===== config.mk =====
export PLATFORM = sky130hd
export DESIGN_NAME = multi_stack_shared_buffer_flat
export DESIGN_NICKNAME = d
export VERILOG_FILES = /design/src/design/msb_pkg.sv /design/src/design/msb_in_if.sv /design/src/design/msb_out_if.sv /design/src/design/msb_ram.sv /design/src/design/msb_ctrl.sv /design/src/design/multi_stack_shared_buffer.sv /design/src/flat_wrapper.sv
export SDC_FILE = /design/constraint.sdc
export NUM_CORES = 2
export LEC_CHECK = 0
export BUFFER_PORTS_ARGS = -buffer_cell sky130_fd_sc_hd__buf_2
export CORE_MARGIN = 1.5
export CORE_UTILIZATION = 68
export DETAILED_ROUTE_END_ITERATION = 10
export MAX_ROUTING_LAYER = met4
export PLACE_DENSITY = 0.85
export SLEW_MARGIN = 10
export SYNTH_ARGS = -nofsm -noshare
export SYNTH_HDL_FRONTEND = slang
export SYNTH_HIERARCHICAL = 1
export SYNTH_SLANG_ARGS = --single-unit

===== constraint.sdc =====
create_clock -name clk -period 8.6 [get_ports clk]
set_input_delay 0.43 -clock clk [delete_from_list [all_inputs] [get_ports clk]]
set_output_delay 0.43 -clock clk [all_outputs]
set_load 0.02 [all_outputs]

===== src/design/msb_pkg.sv =====
`timescale 1ns / 1ps
`default_nettype none

package msb_pkg;

	localparam int NUM_STACKS = 8;
	localparam int CAPACITY   = 64;
	localparam int STACK_W    = $clog2(NUM_STACKS);
	localparam int SLOT_W     = $clog2(CAPACITY);
	localparam int PTR_W      = $clog2(CAPACITY + 1);
	localparam int DATA_W     = 32;

	typedef enum logic [1:0] {
		STAT_DONE  = 2'd0,
		STAT_FULL  = 2'd1,
		STAT_EMPTY = 2'd2
	} status_t;

	typedef enum logic {
		OP_PUSH = 1'b0,
		OP_POP  = 1'b1
	} op_t;

	typedef enum logic {
		ST_IDLE,
		ST_EXEC
	} state_t;

	typedef struct packed {
		logic              we;
		logic [SLOT_W-1:0] waddr;
		logic [PTR_W-1:0]  wdata;
		logic              re;
		logic [SLOT_W-1:0] raddr;
	} link_req_t;

	typedef struct packed {
		logic              we;
		logic [SLOT_W-1:0] waddr;
		logic [DATA_W-1:0] wdata;
		logic              re;
		logic [SLOT_W-1:0] raddr;
	} value_req_t;

endpackage

`default_nettype wire


===== src/design/msb_in_if.sv =====
`timescale 1ns / 1ps
`default_nettype none

interface msb_in_if import msb_pkg::*; ();
	logic                       valid;
	logic                       ready;
	logic                       operation;
	logic [STACK_W-1:0]         stack_index;
	logic signed [DATA_W-1:0]   push_value;

	modport source (output valid, output operation, output stack_index, output push_value,
		input ready);
	modport sink (input valid, input operation, input stack_index, input push_value,
		output ready);
endinterface

`default_nettype wire


===== src/design/msb_out_if.sv =====
`timescale 1ns / 1ps
`default_nettype none

interface msb_out_if import msb_pkg::*; ();
	logic                       valid;
	logic                       ready;
	logic [1:0]                 status;
	logic signed [DATA_W-1:0]   pop_value;

	modport source (output valid, output status, output pop_value, input ready);
	modport sink (input valid, input status, input pop_value, output ready);
endinterface

`default_nettype wire


===== src/design/msb_ram.sv =====
`timescale 1ns / 1ps
`default_nettype none

module msb_ram #(
	parameter int DEPTH = 64,
	parameter int WIDTH = 32
) (
	input  wire logic                     clk,
	input  wire logic                     we,
	input  wire logic [$clog2(DEPTH)-1:0] waddr,
	input  wire logic [WIDTH-1:0]         wdata,
	input  wire logic                     re,
	input  wire logic [$clog2(DEPTH)-1:0] raddr,
	output logic      [WIDTH-1:0]         rdata
);

	logic [WIDTH-1:0] mem [DEPTH];

	always_ff @(posedge clk) begin
		if (we) begin
			mem[waddr] <= wdata;
		end
	end

	always_ff @(posedge clk) begin
		if (re) begin
			rdata <= mem[raddr];
		end
	end

endmodule

`default_nettype wire


===== src/design/msb_ctrl.sv =====
`timescale 1ns / 1ps
`default_nettype none

module msb_ctrl import msb_pkg::*; (
	input  wire logic              clk,
	input  wire logic              arst_n,
	msb_in_if.sink                 in,
	msb_out_if.source              out,
	input  wire logic [PTR_W-1:0]  link_rd,
	input  wire logic [DATA_W-1:0] value_rd,
	output link_req_t              link_req,
	output value_req_t             value_req
);

	state_t state_q, state_d;

	logic [PTR_W-1:0]    heads_q [NUM_STACKS];
	logic [PTR_W-1:0]    free_head_q;
	logic [CAPACITY-1:0] link_valid_q;

	logic                op_s1;
	logic [STACK_W-1:0]  sel_s1;
	logic [DATA_W-1:0]   val_s1;
	logic [PTR_W-1:0]    slot_s1;
	logic                lvalid_s1;

	logic                out_valid_q;
	status_t             status_q;
	logic [DATA_W-1:0]   pop_value_q;

	logic                in_ready;
	logic                exec_fire;
	logic                accept;
	logic [PTR_W-1:0]    slot_a;
	logic                slot_ok;
	logic [PTR_W-1:0]    next_link;
	logic                is_pop;

	// state machine: next state
	always_comb begin
		state_d = state_q;
		unique case (state_q)
			ST_IDLE: begin
				if (in.valid) begin
					state_d = ST_EXEC;
				end
			end
			ST_EXEC: begin
				if (!out_valid_q || out.ready) begin
					state_d = ST_IDLE;
				end
			end
			default: state_d = ST_IDLE;
		endcase
	end

	// state machine: outputs
	always_comb begin
		in_ready  = 1'b0;
		exec_fire = 1'b0;
		unique case (state_q)
			ST_IDLE: in_ready = 1'b1;
			ST_EXEC: exec_fire = !out_valid_q || out.ready;
			default: begin
				in_ready  = 1'b0;
				exec_fire = 1'b0;
			end
		endcase
	end

	always_ff @(posedge clk or negedge arst_n) begin
		if (!arst_n) begin
			state_q <= ST_IDLE;
		end else begin
			state_q <= state_d;
		end
	end

	assign accept    = in.valid && in_ready;
	assign slot_a    = (op_t'(in.operation) == OP_POP) ? heads_q[in.stack_index] : free_head_q;
	assign is_pop    = (op_t'(op_s1) == OP_POP);
	assign slot_ok   = (slot_s1 < PTR_W'(CAPACITY));
	// unwritten links read as their reset chain value (slot + 1) instead of the link memory
	assign next_link = lvalid_s1 ? link_rd : PTR_W'(slot_s1 + PTR_W'(1));

	always_comb begin
		link_req.re    = accept;
		link_req.raddr = slot_a[SLOT_W-1:0];
		link_req.we    = exec_fire && slot_ok;
		link_req.waddr = slot_s1[SLOT_W-1:0];
		link_req.wdata = is_pop ? free_head_q : heads_q[sel_s1];

		value_req.re    = accept;
		value_req.raddr = slot_a[SLOT_W-1:0];
		value_req.we    = exec_fire && slot_ok && !is_pop;
		value_req.waddr = slot_s1[SLOT_W-1:0];
		value_req.wdata = val_s1;
	end

	always_ff @(posedge clk) begin
		if (accept) begin
			op_s1     <= in.operation;
			sel_s1    <= in.stack_index;
			val_s1    <= in.push_value;
			slot_s1   <= slot_a;
			lvalid_s1 <= link_valid_q[slot_a[SLOT_W-1:0]];
		end
	end

	always_ff @(posedge clk or negedge arst_n) begin
		if (!arst_n) begin
			for (int i = 0; i < NUM_STACKS; i++) begin
				heads_q[i] <= PTR_W'(CAPACITY);
			end
			free_head_q  <= '0;
			link_valid_q <= '0;
		end else if (exec_fire && slot_ok) begin
			link_valid_q[slot_s1[SLOT_W-1:0]] <= 1'b1;
			if (is_pop) begin
				heads_q[sel_s1] <= next_link;
				free_head_q     <= slot_s1;
			end else begin
				heads_q[sel_s1] <= slot_s1;
				free_head_q     <= next_link;
			end
		end
	end

	always_ff @(posedge clk or negedge arst_n) begin
		if (!arst_n) begin
			out_valid_q <= 1'b0;
		end else if (exec_fire) begin
			out_valid_q <= 1'b1;
		end else if (out.ready) begin
			out_valid_q <= 1'b0;
		end
	end

	always_ff @(posedge clk) begin
		if (exec_fire) begin
			if (!slot_ok) begin
				status_q    <= is_pop ? STAT_EMPTY : STAT_FULL;
				pop_value_q <= '0;
			end else begin
				status_q    <= STAT_DONE;
				pop_value_q <= is_pop ? value_rd : '0;
			end
		end
	end

	assign in.ready      = in_ready;
	assign out.valid     = out_valid_q;
	assign out.status    = status_q;
	assign out.pop_value = pop_value_q;

endmodule

`default_nettype wire


===== src/design/multi_stack_shared_buffer.sv =====
// an accepted request is read from the link and value memories and captured in the _s1 registers,
// then its result is registered in execute, which waits while an earlier result is not taken;
// one request is in flight at a time: the link memory read, then the pointer update and write-back
// reset: asynchronous, all stacks empty, free list chains every slot in order from slot 0
// link entries read their chained reset value until first written, so no clearing pass
`timescale 1ns / 1ps
`default_nettype none

module multi_stack_shared_buffer import msb_pkg::*; (
	input  wire logic clk,
	input  wire logic arst_n,
	msb_in_if.sink    in,
	msb_out_if.source out
);

	link_req_t         link_req;
	value_req_t        value_req;
	logic [PTR_W-1:0]  link_rd;
	logic [DATA_W-1:0] value_rd;

	msb_ram #(
		.DEPTH(CAPACITY),
		.WIDTH(PTR_W)
	) u_link_ram (
		.clk   (clk),
		.we    (link_req.we),
		.waddr (link_req.waddr),
		.wdata (link_req.wdata),
		.re    (link_req.re),
		.raddr (link_req.raddr),
		.rdata (link_rd)
	);

	msb_ram #(
		.DEPTH(CAPACITY),
		.WIDTH(DATA_W)
	) u_value_ram (
		.clk   (clk),
		.we    (value_req.we),
		.waddr (value_req.waddr),
		.wdata (value_req.wdata),
		.re    (value_req.re),
		.raddr (value_req.raddr),
		.rdata (value_rd)
	);

	msb_ctrl u_ctrl (
		.clk       (clk),
		.arst_n    (arst_n),
		.in        (in),
		.out       (out),
		.link_rd   (link_rd),
		.value_rd  (value_rd),
		.link_req  (link_req),
		.value_req (value_req)
	);

	a_one_in_flight: assert property (@(posedge clk) disable iff (!arst_n)
		in.valid && in.ready |=> !in.ready)
		else $error("request accepted while another is in progress");

	a_refused_zero: assert property (@(posedge clk) disable iff (!arst_n)
		out.valid && (out.status == STAT_FULL || out.status == STAT_EMPTY) |->
		out.pop_value == '0)
		else $error("refused request carries nonzero value");

	a_status_legal: assert property (@(posedge clk) disable iff (!arst_n)
		out.valid |-> out.status != 2'd3)
		else $error("illegal status code");

	a_no_write_idle: assert property (@(posedge clk) disable iff (!arst_n)
		in.ready |-> !link_req.we && !value_req.we)
		else $error("memory write outside of execute");

endmodule

`default_nettype wire

===== src/flat_wrapper.sv =====
// flat-port wrapper written by rule: the top's interface ports become plain ports
module multi_stack_shared_buffer_flat import msb_pkg::*;
  (clk, arst_n, in_valid, in_operation, in_stack_index, in_push_value, in_ready, out_valid, out_status, out_pop_value, out_ready);
  msb_in_if in_i ();
  msb_out_if out_i ();
  input  wire logic clk;
  input  wire logic arst_n;
  input wire logic [$bits(in_i.valid)-1:0] in_valid;
  input wire logic [$bits(in_i.operation)-1:0] in_operation;
  input wire logic [$bits(in_i.stack_index)-1:0] in_stack_index;
  input wire logic [$bits(in_i.push_value)-1:0] in_push_value;
  output wire logic [$bits(in_i.ready)-1:0] in_ready;
  output wire logic [$bits(out_i.valid)-1:0] out_valid;
  output wire logic [$bits(out_i.status)-1:0] out_status;
  output wire logic [$bits(out_i.pop_value)-1:0] out_pop_value;
  input wire logic [$bits(out_i.ready)-1:0] out_ready;
  assign in_i.valid = in_valid;
  assign in_i.operation = in_operation;
  assign in_i.stack_index = in_stack_index;
  assign in_i.push_value = in_push_value;
  assign in_ready = in_i.ready;
  assign out_valid = out_i.valid;
  assign out_status = out_i.status;
  assign out_pop_value = out_i.pop_value;
  assign out_i.ready = out_ready;
  multi_stack_shared_buffer u_core (.clk(clk), .arst_n(arst_n), .in(in_i), .out(out_i));
endmodule

Yosys cells after proc, flatten, opt, wreduce, memory -nomap -nowiden:

Memories as Yosys holds them, arrays and structs flattened. A register that Yosys moved wholly into a read port is not among the register bits.
Index checks and enable logic that the tools add are counted.

* add/subtract/negate cells: 1
* multipliers: 0
* div/mod/pow operators: 0
* magnitude comparators: 7
* equality and inequality tests: 0
* shift operators: 0
* mux-type cells: 31
* bitwise logic cells: 4
* reductions and logical operators: 10

Operators by type and width (number)
* bitwise mux 56 bit: 2
* bitwise OR 64 bit: 1
* two-way mux 7 bit: 9
* two-way mux 56 bit: 1
* binary-select mux 7 bit (select 3 bit): 2
* demux 7 bit (select 3 bit): 1
* < comparator 6 x 7 -> 1 bit (second input constant): 2
* two-way mux 1 bit: 12
* greater-or-equal comparator 4 bit (second input constant): 2
* NOT 3 -> 4 bit: 2
* adder 7 x 1 -> 7 bit (second input constant): 1
* < comparator 7 bit (second input constant): 1
* binary-select mux 1 bit (select 6 bit): 1
* demux 1 bit (select 6 bit): 1
* greater-or-equal comparator 6 x 1 -> 1 bit (second input constant): 1
* logical AND 1 bit: 5
* < comparator 4 x 1 -> 1 bit (second input constant): 1
* zero test 1 bit: 2
* two-way mux 2 bit: 1
* one-hot mux 1 bit (2 select lines): 1
* AND reduction 2 bit: 1
* nonzero test 2 bit: 1
* logical OR 1 bit: 1
* NOT 1 bit: 1

* flip-flop bits (word level): 207
* latch bits: 0
* memory bits (writable): 2496
* memory bits (read-only): 0
* output and inout port bits: 36
* logic and storage cells: 74
* memories kept: 2

Memories
* u_core.u_value_ram.mem: depth 64, bits a word 32, rd ports 1, clocked after memory_dff 1, wr ports 1, line msb_ram.sv:17 `logic [WIDTH-1:0] mem [DEPTH];`
* u_core.u_link_ram.mem: depth 64, bits a word 7, rd ports 1, clocked after memory_dff 1, wr ports 1, line msb_ram.sv:17

Longest topological paths before layout:

* depth in word-level cells: 7
* gate-level depth with buffers: 18
* mapped depth without buffers: 9

Hierarchy:

The synthesis kept the hierarchy.

Modules (own cells, without submodules)
* msb_ram (u_core.u_value_ram): instances 1, cells an instance 3324, area each 78835.6 um^2, sequential area each 62459.9 um^2
* msb_ram (u_core.u_link_ram): instances 1, cells an instance 827, area each 17705.7 um^2, sequential area each 13663.1 um^2
* msb_ctrl: instances 1, cells an instance 779, area each 9540.4 um^2, sequential area each 5580.4 um^2

Worst setup path before layout:

OpenSTA, ideal clock, no wires.

* kind: reg-to-reg
* from: register u_core.u_ctrl.sel_s1[1]
* to: memory u_core/u_link_ram/mem[0][1] in the netlist's numbering (data pin)
* setup time: 0.702 ns
* arrival: 4.021 ns
* data required time: 7.898 ns
* slack: 3.877 ns
* cell stages (with the launch flop): 6
* path buffers: 2
* clock period less this slack: 4.723 ns
* path through: edfxtp_1 clkbuf_1 buf_1 mux4_2 mux2i_1 o21ai_0

RTL lines
* start, declared: line msb_ctrl.sv:22 `logic [STACK_W-1:0] sel_s1;`
* start signal, assigned: line msb_ctrl.sv:103 `sel_s1 <= in.stack_index;`
* end, declared: line msb_ram.sv:17

==> summary.md <==
| Metric | Value |
|---|---|
| Status | `finished, violations left` |
| Violated checks | `max-capacitance violations, max-slew violations` |
| Die Y | `roughly 400 um` |
| PD cells | `316 nW/um^2` |
| GRT Overall Usage | `0.425` |
| Port bufs | `75` |
| Critical path arrival | `about 6.2 ns` |
| Gates resized, CTS repair | `0` |
| RSZ-0062 raised after global routing | `false` |
| Initial antenna violation count | `12` |
| Hold path endpoint | `u_core/u_ctrl/sel_s1[0]` |
| Worst Hold Class | `input port to flop` |
| Clk root buf | `clkbuf_16` |
| P_sw | `11.5 mW` |
| Ys Warns | `6` |
| Leak pwr | `37.9 nW` |
| Worst-path fanout max | `21` |
| Area grow syn2layout | `11.3%` |
| Crit Path Class | `flop to flop` |
| Number of enable flip-flop cells after synthesis | `2,613` |
| Final WS setup | `2.97 ns` |
| Post-layout nets | `about 5,200` |
| Gpl congestion | `approximately 0.88` |
| Final Skew | `0.0748 ns` |
| Hold Crit Depth | `1` |
| Mapped Nets | `4,971` |
| Switching fraction of total power | `0.309` |
| DRT Pass-1 Iters | `10` |
| Flop pwr share | `0.439` |
| Syn Area/Cell | `between 20 and 25 um^2` |
| GR Overflow Total | `0` |
| Clk buf depth | `4` |
| Crit path time final | `5.63 ns` |
| Reg2Reg Depth | `7` |
| Worst Hold Launch | `in_stack_index[0]` |
| Row count | `about 140` |
| P_int | `25.8 mW` |
| Initial Util | `0.687` |
| Register area share after synthesis | `0.770` |
| FF+latch count, synth | `2,742` |
| CTS tree | `yes` |
| Post-Synthesis Cells | `4,930` |
| TritonCTS buffer count | `278` |
| Die width | `398 um` |
| Fin crit share | `0.654` |
| Post-DRT Antenna Nets | `0` |
| Reg2reg end | `u_core/u_value_ram/mem[47][12]` |
| Max Clk Rate | `178 MHz` |
| Layout Cells excl Fill | `roughly 7,400` |
| Synth area leader | `edfxtp_1` |
| Vias in the first global route | `approximately 60,000` |
| Register-to-Register Setup Slack | `2.97 ns` |
| Largest net degree at the start of global routing | `roughly 130` |
| Routed wire length | `321,000 um` |
| Post-synth ARST share | `0.0470` |
| Ratio of cells with drive above 1 in the final layout | `0.261` |
| Peak VDD IR | `242 uV` |
| # DRC | `0` |
| Reg2reg start | `u_core/u_ctrl/out.valid` |
| Final setup violation count | `0` |
| First-pass GRT wire length | `449,000 um` |
| Detailed-placement wirelength estimate | `between 100,000 and 150,000 um` |
| Clock power share | `0.313` |
| Placeable Area | `154,000 um^2` |
| Worst setup EP type | `flop` |
| Final Power | `37.3 mW` |
| Fin. Hold Viols | `0` |
| Ys flop type | `edfxtp_1` |
| Clk Latency, worst-skew pair | `roughly 0.96 ns` |
| IO Count | `76` |
| Synth cell types | `69` |
| Setup TNS | `0 ns` |
| Post-Syn Area | `roughly 110,000 um^2` |
| Htree depth | `5` |
| Hold Slack | `0.0774 ns` |
| Slew Viols, Final | `8` |
| Count leader, synth | `edfxtp_1` |
| Wire per inst | `43.3 um` |
| Synth top area share | `0.740` |
| Critical Path RT | `~9.2 ns` |
| Place WS | `3.12 ns` |
| CP startpoint kind | `flop` |
| Worst Tran Pin Value | `1.51 ns` |
| Power share of the combinational group | `0.248` |
| Rel. slew slack | `-0.0111` |
| Clk pin slew, worst setup/hold paths | `0.06 ns` |
| Max Cap Viol | `1` |
| Routed vias/inst | `8.02` |
| Fillers | `6,834` |
| Synth top cells by count | `2,613 x edfxtp_1, 680 x mux4_2, 262 x nor2_1, 140 x mux2i_1, 127 x clkbuf_1` |
| Clock Sinks | `2,742` |
| Placed cell count | `around 6,900` |
| Initial DRC Count | `12,601` |
| Die ar. | `158,000 um^2` |
| Vias | `between 50,000 and 60,000` |
| Synth area leaders | `edfxtp_1 74%, mux4_2 14%, dfrtp_1 2.9%` |
## registers in the layout, indices dropped and copies added (netlist names), 32 cells and up
name / cells
u_core/u_ctrl/heads_q: 56
u_core/u_ctrl/link_valid_q: 64
u_core/u_ctrl/out.pop_value: 32
u_core/u_ctrl/val_s1: 32
u_core/u_link_ram/mem: 448
u_core/u_value_ram/mem: 2048
u_core/u_value_ram/rdata: 32
## stage by stage
stage	cell area, um^2	utilization
6_report	118000	0.765
5_1_grt	118000	0.765
4_1_cts	118000	0.765
3_5_place_dp	109000	0.708
3_3_place_gp	109000	0.708
2_1_floorplan	106000	-
## critical path, cell delays in order (launching register included)
cell,delay (ns)
dfrtp_1,0.40
nand2b_1,0.13
nand2_1,0.15
or2_2,0.50
nor2_1,1.18
nand4_1,1.18
nor2_4,1.11
buf_4,0.57
## power groups by stage
stage | Clock (mW) | Combinational (mW) | Sequential [mW]
global route | 12.1 | 9.35 | 16.4
global placement | 0 | 8.02 | 16.5
detailed placement | 0 | 8.35 | 16.5
floorplan | 0 | 5.55 | 16.7
finish | 11.7 | 9.24 | 16.4
CTS | 11.6 | 8.84 | 16.3
## layout by cell type (no fill, tap or decap), types with 9 or more instances in the layout
cell type,Yosys,layout
edfxtp_1,2613,2613
mux4_2,680,680
clkbuf_16,0,285
nor2_1,262,199
buf_4,58,145
mux2i_1,140,140
dfrtp_1,121,121
a21oi_1,106,101
nand2_1,98,98
o22ai_1,96,96
buf_2,78,74
clkbuf_1,127,66
nor2_4,0,63
clkinv_1,1,52
a211oi_1,48,48
a21o_1,47,47
dlygate4sd3_1,0,37
o221ai_1,37,37
o21ai_0,41,36
and2_1,35,35
clkinv_2,0,32
mux2_2,31,31
inv_1,25,23
nor2b_1,24,22
a22oi_1,21,21
nand3_1,21,21
nor3_1,22,20
nand2b_1,19,18
bufinv_16,0,15
nand3b_1,13,13
diode_2,0,12
buf_12,0,11
o31ai_1,11,11
a41o_1,11,11
a311oi_1,9,9
## what timing repair did
action / in CTS / in global routing
hold buffers: 37 / 0
setup buffers: 0 / 0
hold endpoints to repair: 91 / 0
## cell type report
| cell class | instances | area, um^2 | share of cell area |
|---|---|---|---|
| clock buffer | 351 | 7380 | 0.0625 |
| multi-input combinational | 1858 | 23300 | 0.197 |
| clock inverter | 114 | 930 | 0.00787 |
| inverter | 27 | 116 | 0.000985 |
| sequential | 2742 | 81700 | 0.692 |
| tap | 2044 | 2560 | 0.0217 |
| timing repair buffer | 268 | 2080 | 0.0176 |
| antenna | 12 | 30.0 | 0.000254 |
## cell families after synthesis
logic type,after synthesis,share of synthesized area
muxes,851,0.161
buffers and inverters,330,0.0158
adders and majority gates,1,0.000118
and+or+nand+nor,545,0.0240
DFF,2742,0.770
AOI/OAI and AO/OA,458,0.0288
xor gates and xnor gates,3,0.000248
## worst max-delay path by stage
stage | from | endpoint | slack (ns) | depth (start not counted)
6_report | u_core/u_ctrl/out.valid | u_core/u_value_ram/mem[47][12] | 2.97 | 7
4_1_cts | in_stack_index[1] | u_core/u_value_ram/rdata[28] | 3.64 | 13
3_5_place_dp | in_stack_index[0] | u_core/u_value_ram/rdata[8] | 3.12 | 13
5_1_grt | u_core/u_ctrl/out.valid | u_core/u_value_ram/mem[46][14] | 3.20 | 8
2_1_floorplan | u_core/u_ctrl/sel_s1[1] | u_core/u_link_ram/mem[0][1] | 3.88 | 5
3_3_place_gp | in_stack_index[0] | u_core/u_value_ram/rdata[8] | 3.18 | 13
## layer usage
metal | global-route usage | up-vias | wire (um)
li1 | - | 21024 | -
met1 | 0.529 | 29493 | 95500
met2 | 0.623 | 7138 | 148000
met3 | 0.130 | 1816 | 52200
met4 | 0.252 | 0 | 25600
met5 | - | - | 0
No activity file was read; power rests on OpenSTA's default activity.
